--- src/rtl/distance_vector_route_table_defines.svh ---
// Assertion macros for the distance-vector route table.
// Used by the top level; expects clk_i and rst_ni in scope.
`ifndef DISTANCE_VECTOR_ROUTE_TABLE_DEFINES_SVH
`define DISTANCE_VECTOR_ROUTE_TABLE_DEFINES_SVH

// Same-cycle implication, disabled during reset
`define DRT_ASSERT_IMPL(lbl, ante, cons, msg) \
  lbl: assert property (@(posedge clk_i) disable iff (!rst_ni) (ante) |-> (cons)) \
    else $error(msg);

// Next-cycle implication, disabled during reset
`define DRT_ASSERT_NEXT(lbl, ante, cons, msg) \
  lbl: assert property (@(posedge clk_i) disable iff (!rst_ni) (ante) |=> (cons)) \
    else $error(msg);

`endif

--- src/rtl/drt_pkg.sv ---
// Shared types and codes for the distance-vector route table.
// No dependencies.
package drt_pkg;

  // Command codes
  localparam logic [2:0] CMD_LOAD      = 3'd0;
  localparam logic [2:0] CMD_UPD_BEGIN = 3'd1;
  localparam logic [2:0] CMD_UPD_ENTRY = 3'd2;
  localparam logic [2:0] CMD_TICK      = 3'd3;
  localparam logic [2:0] CMD_COMPOSE   = 3'd4;
  localparam logic [2:0] CMD_READ_CLR  = 3'd5;
  localparam logic [2:0] CMD_CLEAR     = 3'd6;

  // Result status codes
  localparam logic [1:0] ST_OK        = 2'd0;
  localparam logic [1:0] ST_FULL      = 2'd1;
  localparam logic [1:0] ST_NOSESSION = 2'd2;
  localparam logic [1:0] ST_UNREACH   = 2'd3;

  // Configuration register indexes
  localparam logic [1:0] REG_INFINITY = 2'd0;
  localparam logic [1:0] REG_TTL      = 2'd1;
  localparam logic [1:0] REG_SPLIT    = 2'd2;

  localparam logic [31:0] INFINITY_RESET = 32'd65535;
  localparam logic [15:0] TTL_RESET      = 16'd90;

  typedef struct packed {
    logic [2:0]  cmd;
    logic [31:0] peer_ip;
    logic [31:0] route_dest;
    logic [31:0] route_cost;
    logic        is_neighbor;
    logic        final_entry;
  } drt_in_t;

  typedef struct packed {
    logic [1:0]  status;
    logic [31:0] dest_ip;
    logic [31:0] adv_cost;
    logic        last;
    logic        changed;
  } drt_out_t;

  typedef struct packed {
    logic [31:0] dest;
    logic [31:0] hop;
    logic [31:0] cost;
    logic [15:0] age;
  } entry_t;

  typedef enum logic [1:0] {
    ST_IDLE,
    ST_PASS,
    ST_EMIT,
    ST_DONE
  } state_e;

endpackage

--- src/rtl/drt_cell.sv ---
// One route-table cell of the rotating chain.
// Depends on drt_pkg.
module drt_cell
  import drt_pkg::*;
(
  input  logic   clk_i,
  input  logic   shift_i,
  input  entry_t entry_i,
  output entry_t entry_o
);

  entry_t entry_q;

  // Take the neighbor's entry on every shift
  always_ff @(posedge clk_i) begin
    if (shift_i) begin
      entry_q <= entry_i;
    end
  end

  assign entry_o = entry_q;

endmodule

--- src/rtl/distance_vector_route_table.sv ---
// Distance-vector route table. Entries sit in a ring of MAX_NODES cells that
// rotates one place per cycle past a single update unit at its head, during a
// pass and during an emit that the output does not stall. A command is accepted
// in idle, takes one full revolution of the ring, and then posts its result once
// the output can take it. A compose whose neighbor is reachable takes a second
// revolution that emits one result per occupied entry instead of the posting
// step, one per cycle while the output does not stall. The next command
// is accepted once the previous one is back in idle, while its result may
// still wait in the output register.
module distance_vector_route_table
  import drt_pkg::*;
#(
  parameter int MAX_NODES = 32
) (
  input  logic        clk_i,
  input  logic        rst_ni,
  input  logic        in_valid_i,
  output logic        in_stall_o,
  input  drt_in_t     in_data_i,
  output logic        out_valid_o,
  input  logic        out_stall_i,
  output drt_out_t    out_data_o,
  input  logic        cfg_we_i,
  input  logic [1:0]  cfg_idx_i,
  input  logic [31:0] cfg_data_i
);

  `include "distance_vector_route_table_defines.svh"

  localparam int IW = (MAX_NODES > 1) ? $clog2(MAX_NODES) : 1;
  localparam int CW = $clog2(MAX_NODES + 1);
  localparam logic [IW-1:0] IDX_LAST = IW'(MAX_NODES - 1);
  localparam logic [CW-1:0] CNT_MAX  = CW'(MAX_NODES);

  state_e        state_q, state_d;
  logic [IW-1:0] idx_q, idx_d;
  logic [CW-1:0] count_q, count_d;
  drt_in_t       cmd_q;
  logic          changed_q, changed_d;
  logic [31:0]   speer_q, speer_d;
  logic [31:0]   scost_q, scost_d;
  logic          svalid_q, svalid_d;
  logic          found_q, found_d;
  logic          reach_q, reach_d;
  logic [31:0]   inf_q;
  logic [15:0]   ttl_q;
  logic          split_q;
  logic          out_valid_q, out_valid_d;
  drt_out_t      out_q, out_d;
  logic          shift;
  entry_t        ring [MAX_NODES];
  entry_t        head, proc;

  // Ring of cells; the head entry goes back in at the tail after processing
  for (genvar k = 0; k < MAX_NODES; k++) begin : g_cell
    entry_t nxt;
    if (k == MAX_NODES - 1) begin : g_tail
      assign nxt = proc;
    end else begin : g_mid
      assign nxt = ring[k+1];
    end
    drt_cell u_cell (
      .clk_i   (clk_i),
      .shift_i (shift),
      .entry_i (nxt),
      .entry_o (ring[k])
    );
  end

  assign head = ring[0];

  // Configuration registers
  always_ff @(posedge clk_i or negedge rst_ni) begin
    if (!rst_ni) begin
      inf_q   <= INFINITY_RESET;
      ttl_q   <= TTL_RESET;
      split_q <= 1'b0;
    end else if (cfg_we_i) begin
      case (cfg_idx_i)
        REG_INFINITY: inf_q   <= cfg_data_i;
        REG_TTL:      ttl_q   <= cfg_data_i[15:0];
        REG_SPLIT:    split_q <= cfg_data_i[0];
        default:      ;
      endcase
    end
  end

  // Control registers
  always_ff @(posedge clk_i or negedge rst_ni) begin
    if (!rst_ni) begin
      state_q     <= ST_IDLE;
      idx_q       <= '0;
      count_q     <= '0;
      changed_q   <= 1'b0;
      speer_q     <= '0;
      scost_q     <= '0;
      svalid_q    <= 1'b0;
      found_q     <= 1'b0;
      reach_q     <= 1'b0;
      out_valid_q <= 1'b0;
    end else begin
      state_q     <= state_d;
      idx_q       <= idx_d;
      count_q     <= count_d;
      changed_q   <= changed_d;
      speer_q     <= speer_d;
      scost_q     <= scost_d;
      svalid_q    <= svalid_d;
      found_q     <= found_d;
      reach_q     <= reach_d;
      out_valid_q <= out_valid_d;
    end
  end

  // Payload registers
  always_ff @(posedge clk_i) begin
    if (state_q == ST_IDLE && in_valid_i) begin
      cmd_q <= in_data_i;
    end
    out_q <= out_d;
  end

  // Head processing, sequencing and result posting
  always_comb begin
    logic        in_tab;
    logic        can_out;
    logic [31:0] cand;
    logic [31:0] c;
    in_tab      = ({1'b0, CW'(idx_q)} < {1'b0, count_q});
    can_out     = !out_valid_q || !out_stall_i;
    cand        = cmd_q.route_cost + scost_q;
    c           = head.cost;
    state_d     = state_q;
    idx_d       = idx_q;
    count_d     = count_q;
    changed_d   = changed_q;
    speer_d     = speer_q;
    scost_d     = scost_q;
    svalid_d    = svalid_q;
    found_d     = found_q;
    reach_d     = reach_q;
    out_valid_d = out_valid_q && out_stall_i;
    out_d       = out_q;
    proc        = head;
    shift       = 1'b0;
    in_stall_o  = (state_q != ST_IDLE);

    case (state_q)
      ST_IDLE: begin
        if (in_valid_i) begin
          state_d = ST_PASS;
          idx_d   = '0;
          found_d = 1'b0;
          reach_d = 1'b0;
        end
      end

      ST_PASS: begin
        shift = 1'b1;
        case (cmd_q.cmd)
          CMD_LOAD: begin
            if (CW'(idx_q) == count_q) begin
              proc.dest = cmd_q.route_dest;
              proc.age  = ttl_q;
              proc.hop  = cmd_q.is_neighbor ? cmd_q.route_dest : 32'd0;
              proc.cost = cmd_q.is_neighbor ? 32'd1 : inf_q;
            end
          end
          CMD_UPD_BEGIN: begin
            if (in_tab && !found_q && head.dest == cmd_q.peer_ip &&
                head.hop == cmd_q.peer_ip) begin
              proc.age = ttl_q;
              found_d  = 1'b1;
              scost_d  = head.cost;
              speer_d  = cmd_q.peer_ip;
            end
          end
          CMD_UPD_ENTRY: begin
            if (svalid_q && in_tab && head.dest == cmd_q.route_dest) begin
              if (head.cost > cand) begin
                proc.hop  = speer_q;
                proc.cost = cand;
                changed_d = 1'b1;
              end
              if (proc.hop == speer_q) begin
                proc.age = ttl_q;
              end
            end
          end
          CMD_TICK: begin
            if (in_tab && head.age != 16'd0) begin
              proc.age = head.age - 16'd1;
              if (head.age == 16'd1) begin
                proc.cost = inf_q;
                proc.hop  = 32'd0;
                changed_d = 1'b1;
              end
            end
          end
          CMD_COMPOSE: begin
            if (in_tab && !found_q && head.dest == cmd_q.peer_ip) begin
              found_d = 1'b1;
              reach_d = (head.cost < inf_q);
            end
          end
          default: ;
        endcase
        idx_d = idx_q + IW'(1);
        if (idx_q == IDX_LAST) begin
          idx_d = '0;
          if (cmd_q.cmd == CMD_COMPOSE && reach_d && count_q != '0) begin
            state_d = ST_EMIT;
          end else begin
            state_d = ST_DONE;
          end
        end
      end

      ST_EMIT: begin
        if (can_out) begin
          shift = 1'b1;
          if (in_tab) begin
            if (split_q && head.hop == cmd_q.peer_ip) begin
              c = inf_q;
            end
            out_valid_d      = 1'b1;
            out_d.status     = ST_OK;
            out_d.dest_ip    = head.dest;
            out_d.adv_cost   = c;
            out_d.last       = ((CW'(idx_q) + CW'(1)) == count_q);
            out_d.changed    = changed_q;
          end
          idx_d = idx_q + IW'(1);
          if (idx_q == IDX_LAST) begin
            idx_d   = '0;
            state_d = ST_IDLE;
          end
        end
      end

      ST_DONE: begin
        if (can_out) begin
          out_valid_d    = 1'b1;
          out_d.status   = ST_OK;
          out_d.dest_ip  = 32'd0;
          out_d.adv_cost = 32'd0;
          out_d.last     = 1'b1;
          out_d.changed  = changed_q;
          state_d        = ST_IDLE;
          case (cmd_q.cmd)
            CMD_LOAD: begin
              if (count_q == CNT_MAX) begin
                out_d.status = ST_FULL;
              end else begin
                count_d = count_q + CW'(1);
              end
            end
            CMD_UPD_BEGIN: begin
              svalid_d = found_q;
              if (!found_q) begin
                out_d.status = ST_NOSESSION;
              end
            end
            CMD_UPD_ENTRY: begin
              if (!svalid_q) begin
                out_d.status = ST_NOSESSION;
              end else if (cmd_q.final_entry) begin
                svalid_d = 1'b0;
              end
            end
            CMD_COMPOSE: begin
              if (!reach_q) begin
                out_d.status = ST_UNREACH;
              end
            end
            CMD_READ_CLR: changed_d = 1'b0;
            CMD_CLEAR: begin
              count_d  = '0;
              svalid_d = 1'b0;
            end
            default: ;
          endcase
        end
      end

      default: state_d = ST_IDLE;
    endcase
  end

  assign out_valid_o = out_valid_q;
  assign out_data_o  = out_q;

  // Assertions
  `DRT_ASSERT_IMPL(a_count_bound, 1'b1, count_q <= CNT_MAX, "count beyond depth")
  `DRT_ASSERT_NEXT(a_accept_starts, state_q == ST_IDLE && in_valid_i, state_q == ST_PASS, "no pass")
  `DRT_ASSERT_NEXT(a_pass_runs, state_q == ST_PASS && idx_q != IDX_LAST, state_q == ST_PASS, "short")
  `DRT_ASSERT_NEXT(a_emit_ok, state_q == ST_EMIT && out_valid_d && !(out_valid_q && out_stall_i), out_q.status == ST_OK, "emit status")

endmodule
--- config.mk ---
export PLATFORM = sky130hd
export DESIGN_NAME = distance_vector_route_table
export DESIGN_NICKNAME = d
export VERILOG_FILES = /design/src/rtl/drt_pkg.sv /design/src/rtl/drt_cell.sv /design/src/rtl/distance_vector_route_table.sv
export VERILOG_INCLUDE_DIRS = /design/src /design/src/rtl
export SDC_FILE = /design/constraint.sdc
export NUM_CORES = 2
export LEC_CHECK = 0
export BUFFER_PORTS_ARGS = -buffer_cell sky130_fd_sc_hd__buf_2
export CORE_ASPECT_RATIO = 0.5
export CORE_UTILIZATION = 39
export DETAILED_ROUTE_END_ITERATION = 7
export PLACE_DENSITY_LB_ADDON = 0.3
export SETUP_SLACK_MARGIN = 0.02
export SYNTH_ARGS = -nofsm -noshare
export SYNTH_HDL_FRONTEND = slang
export SYNTH_SLANG_ARGS = --single-unit
--- constraint.sdc ---
create_clock -name clk_i -period 216 [get_ports clk_i]
set_input_delay 43.2 -clock clk_i [delete_from_list [all_inputs] [get_ports clk_i]]
set_output_delay 43.2 -clock clk_i [all_outputs]
set_load 0.01 [all_outputs]
==> results.yml <==
outcome:
  outcome: "complete, but fails checks"
  violations: "DRC"
cts:
  clock_sinks: 3884
  ctsResizeCount: 0
  numCtsBuffers: 336
  post_cts_buffers: 0
  htree_levels: 5
  path_clk_slew_ns: 0.07
  clk_latency_ns: 0.93
  hold_buffers: 0
  clockRootBuffer: "clkbuf_16"
  cts_tree: "built"
  cts_buffer_depth: 4
yosys:
  synth_top_area_share_pct: 88.9
  synth_cells: 5478
  synth_seq_cells: 3884
  synthesis.area_um2: 127000
  synth_ff_type: "edfxtp_1"
  synthDistinctLibCells: 86
  yosys_warnings: 0
  yosysSeqAreaShare_pct: 91.5
  synthArstFlopShare_pct: 3.37
  synth_fp_nets: 5728
  ys_top_cells_by_area: "edfxtp_1 89%, dfrtp_1 2.2%, ha_1 1.1%"
  synth.largest_area_cell: "edfxtp_1"
  avgSynthCellArea_um2: 23.1
  synth-edff-count: 3753
power:
  power.leakage_nw: 47.9
  power_density_nw_per_um2: 17.3
  irDropWorstVdd_v: 0.0000177
global_routing:
  grt_usage_pct: 12.8
  antenna_found_initial: 17
  overflow: 0
  grt_pass1_vias: 48200
  grt_pass1_wl_mm: 314
  grt_max_degree: 209
final_layout:
  drive_gt1_share_pct: 15.2
  final_cell_mix: "3753 x edfxtp_1, 341 x clkbuf_16, 208 x buf_2, 178 x a21oi_1, 163 x nor2_1"
  final_common_cell: "edfxtp_1"
  fin_nets: 6265
  area_delta_synth_final_pct: 13.9
setup_path:
  crit_top_cell: "buf_4"
  endpoint_kind: "flop"
  crit_slowest_cell: "buf_4"
  slowest_delay_ns: 0.96
  cp.arrival_ns: 49.82
  crit_chain: "buf_2 > nand2_1 > a21oi_1 > nor2b_4 > buf_4 > buf_4 > buf_4 > buf_4 > buf_4 > buf_4"
  start_kind: "primary input"
  worst-path-max-fanout: 89
  crit_type: "in -> reg"
  worstPathRequired_ns: 216.49
timing:
  finalHoldViolCount: 0
  drv_slew: 0
  worstMarginPinSlew_ns: 1.25
  finalSetupTns_ns: 0
  relSlewSlack_pct: 16.7
  fmax_ghz: 0.0203
  whs_ns: 0.339
  finalCritPeriodShare_pct: 22.8
  setup_viol: 0
  worst_clock_skew_ns: 0.0962
  period_minus_slack_ns: 49.33
  rsz0062_at_grt: "no"
place:
  port-buffer-count: 209
  dp_hpwl_mm: 127
  routabilityCongestion: 0.818
floorplanning:
  coreArea_um2: 322000
  die_w_um: 808
  initial_utilization_pct: 39.3
  rows: 147
  dieHeight_um: 405
  io_pins: 210
  die-area_um2: 328000
routing:
  drtPass1Iterations: 7
  drtIter0Drc: 5047
  num_vias: 50000
  drt_drc_violations_left: 1
  via_per_inst: 4.72
  wl_mm: 214
  post_drt_wl_per_cell_um: 20.1
  ant_nets: 0
worst_hold_path:
  holdCritPathClass: "reg -> reg"
flow_run:
  max-cap-violations: 0
per-layer routing:
metal	track usage, %	vias to the layer above	routed length, um
met5	0	-	0
met4	4.72	0	7670
met3	2.41	410	9460
met2	19.7	1075	98600
met1	18.2	25700	97800
li1	-	22900	-
through the flow:
step | worst slack (ns) | utilization (%) | instance area (um2) | cells | power, mW
after floorplan | 7.06 | - | 127000 | 5478 | 4.56
after global placement | 165.93 | 41.5 | 134000 | 9998 | 1.91
after detailed placement | 165.71 | 41.5 | 134000 | 9998 | 1.93
after CTS | 166.72 | 44.8 | 144000 | 10600 | 2.54
after global routing | 166.23 | 44.8 | 144000 | 10600 | 2.63
final | 166.67 | 44.8 | 144000 | 10600 | 2.51
cells in the mapped netlist, types with 6 or more instances:
cell type     n
and3_1       13
dfstp_2      20
clkbuf_1     62
a221o_1      13
buf_1        10
a21o_1       31
edfxtp_1   3753
nor3_1       24
a31oi_1       9
a221oi_2     19
and2_1       11
or2_2         6
o21ai_0     141
ha_1        109
mux2_4        9
or3_1        10
nand3_1      29
buf_6         7
xnor2_1      20
a22oi_1       9
a21oi_1     178
o211ai_1      7
xor2_1      130
nand2b_1     15
nor2b_1      39
inv_1        77
nor2_1      164
o31ai_1       7
o21a_1       10
nor4_1       36
o22ai_1       7
dfrtp_1     111
nand4_1      25
a221oi_1     36
mux2_2      101
nand2_1     123
worst paths after layout:
kind	startpoint	endpoint	slack, ns	depth (start not counted)
min	g_cell[3].u_cell.entry_o[84]$_DFFE_PP_	g_cell[2].u_cell.entry_o[84]$_DFFE_PP_	0.34	0
max reg2reg	state_q[1]$_DFFE_PN0P_	g_cell[0].u_cell.entry_o[31]$_DFFE_PP_	208.35	10
max	out_stall_i	g_cell[0].u_cell.entry_o[31]$_DFFE_PP_	166.67	10
min in group asynchronous	rst_ni	ttl_q[11]$_DFFE_PN0P_	42.30	1
min reg2reg	g_cell[3].u_cell.entry_o[84]$_DFFE_PP_	g_cell[2].u_cell.entry_o[84]$_DFFE_PP_	0.34	0
max in group asynchronous	rst_ni	speer_q[4]$_DFFE_PN0P_	171.94	3
cell type report:
| cell class | instances | area [um2] |
|---|---|---|
| timing repair buffer | 282 | 1660 |
| sequential | 3884 | 116000 |
| clock buffer | 406 | 8840 |
| antenna | 1 | 2.50 |
| fill | 26900 | 178000 |
| inverter | 78 | 293 |
| tap | 4321 | 5410 |
| multi-input combinational | 1433 | 10200 |
| clock inverter | 199 | 1980 |
logic make-up after synthesis:
| group | count (synthesis) | share of synthesized area, % |
|---|---|---|
| DFF | 3884 | 91.5 |
| buffers and inverters | 161 | 0.524 |
| muxes | 115 | 1.04 |
| adders and majority gates | 110 | 1.09 |
| xor gates and xnor gates | 150 | 1.04 |
| AOI/OAI and AO/OA | 533 | 2.78 |
| and+or+nand+nor | 525 | 2.04 |
sequential cells by signal, indices dropped and copies added (netlist names), 5 cells and up:
signal	cells
out_data_o	68
g_cell.u_cell.entry_o	3584
count_q	6
idx_q	5
ttl_q	16
speer_q	32
inf_q	32
scost_q	32
cmd_q	101
power by group:
part           internal, mW  total, mW  leakage (nW)  switching, mW
Combinational        0.0524      0.324          5.86          0.272
Clock                 0.329      0.594          5.24          0.264
Sequential             1.45       1.59          36.8          0.136
Total                  1.83       2.51          47.9          0.672
critical path, delay by kind of cell:
kind | cells | cell delay [ns]
simple gates | 2 | 0.98
buf+inv | 7 | 5.23
compound gates | 1 | 0.13
Note: power is estimated with default switching activity, not from simulation.
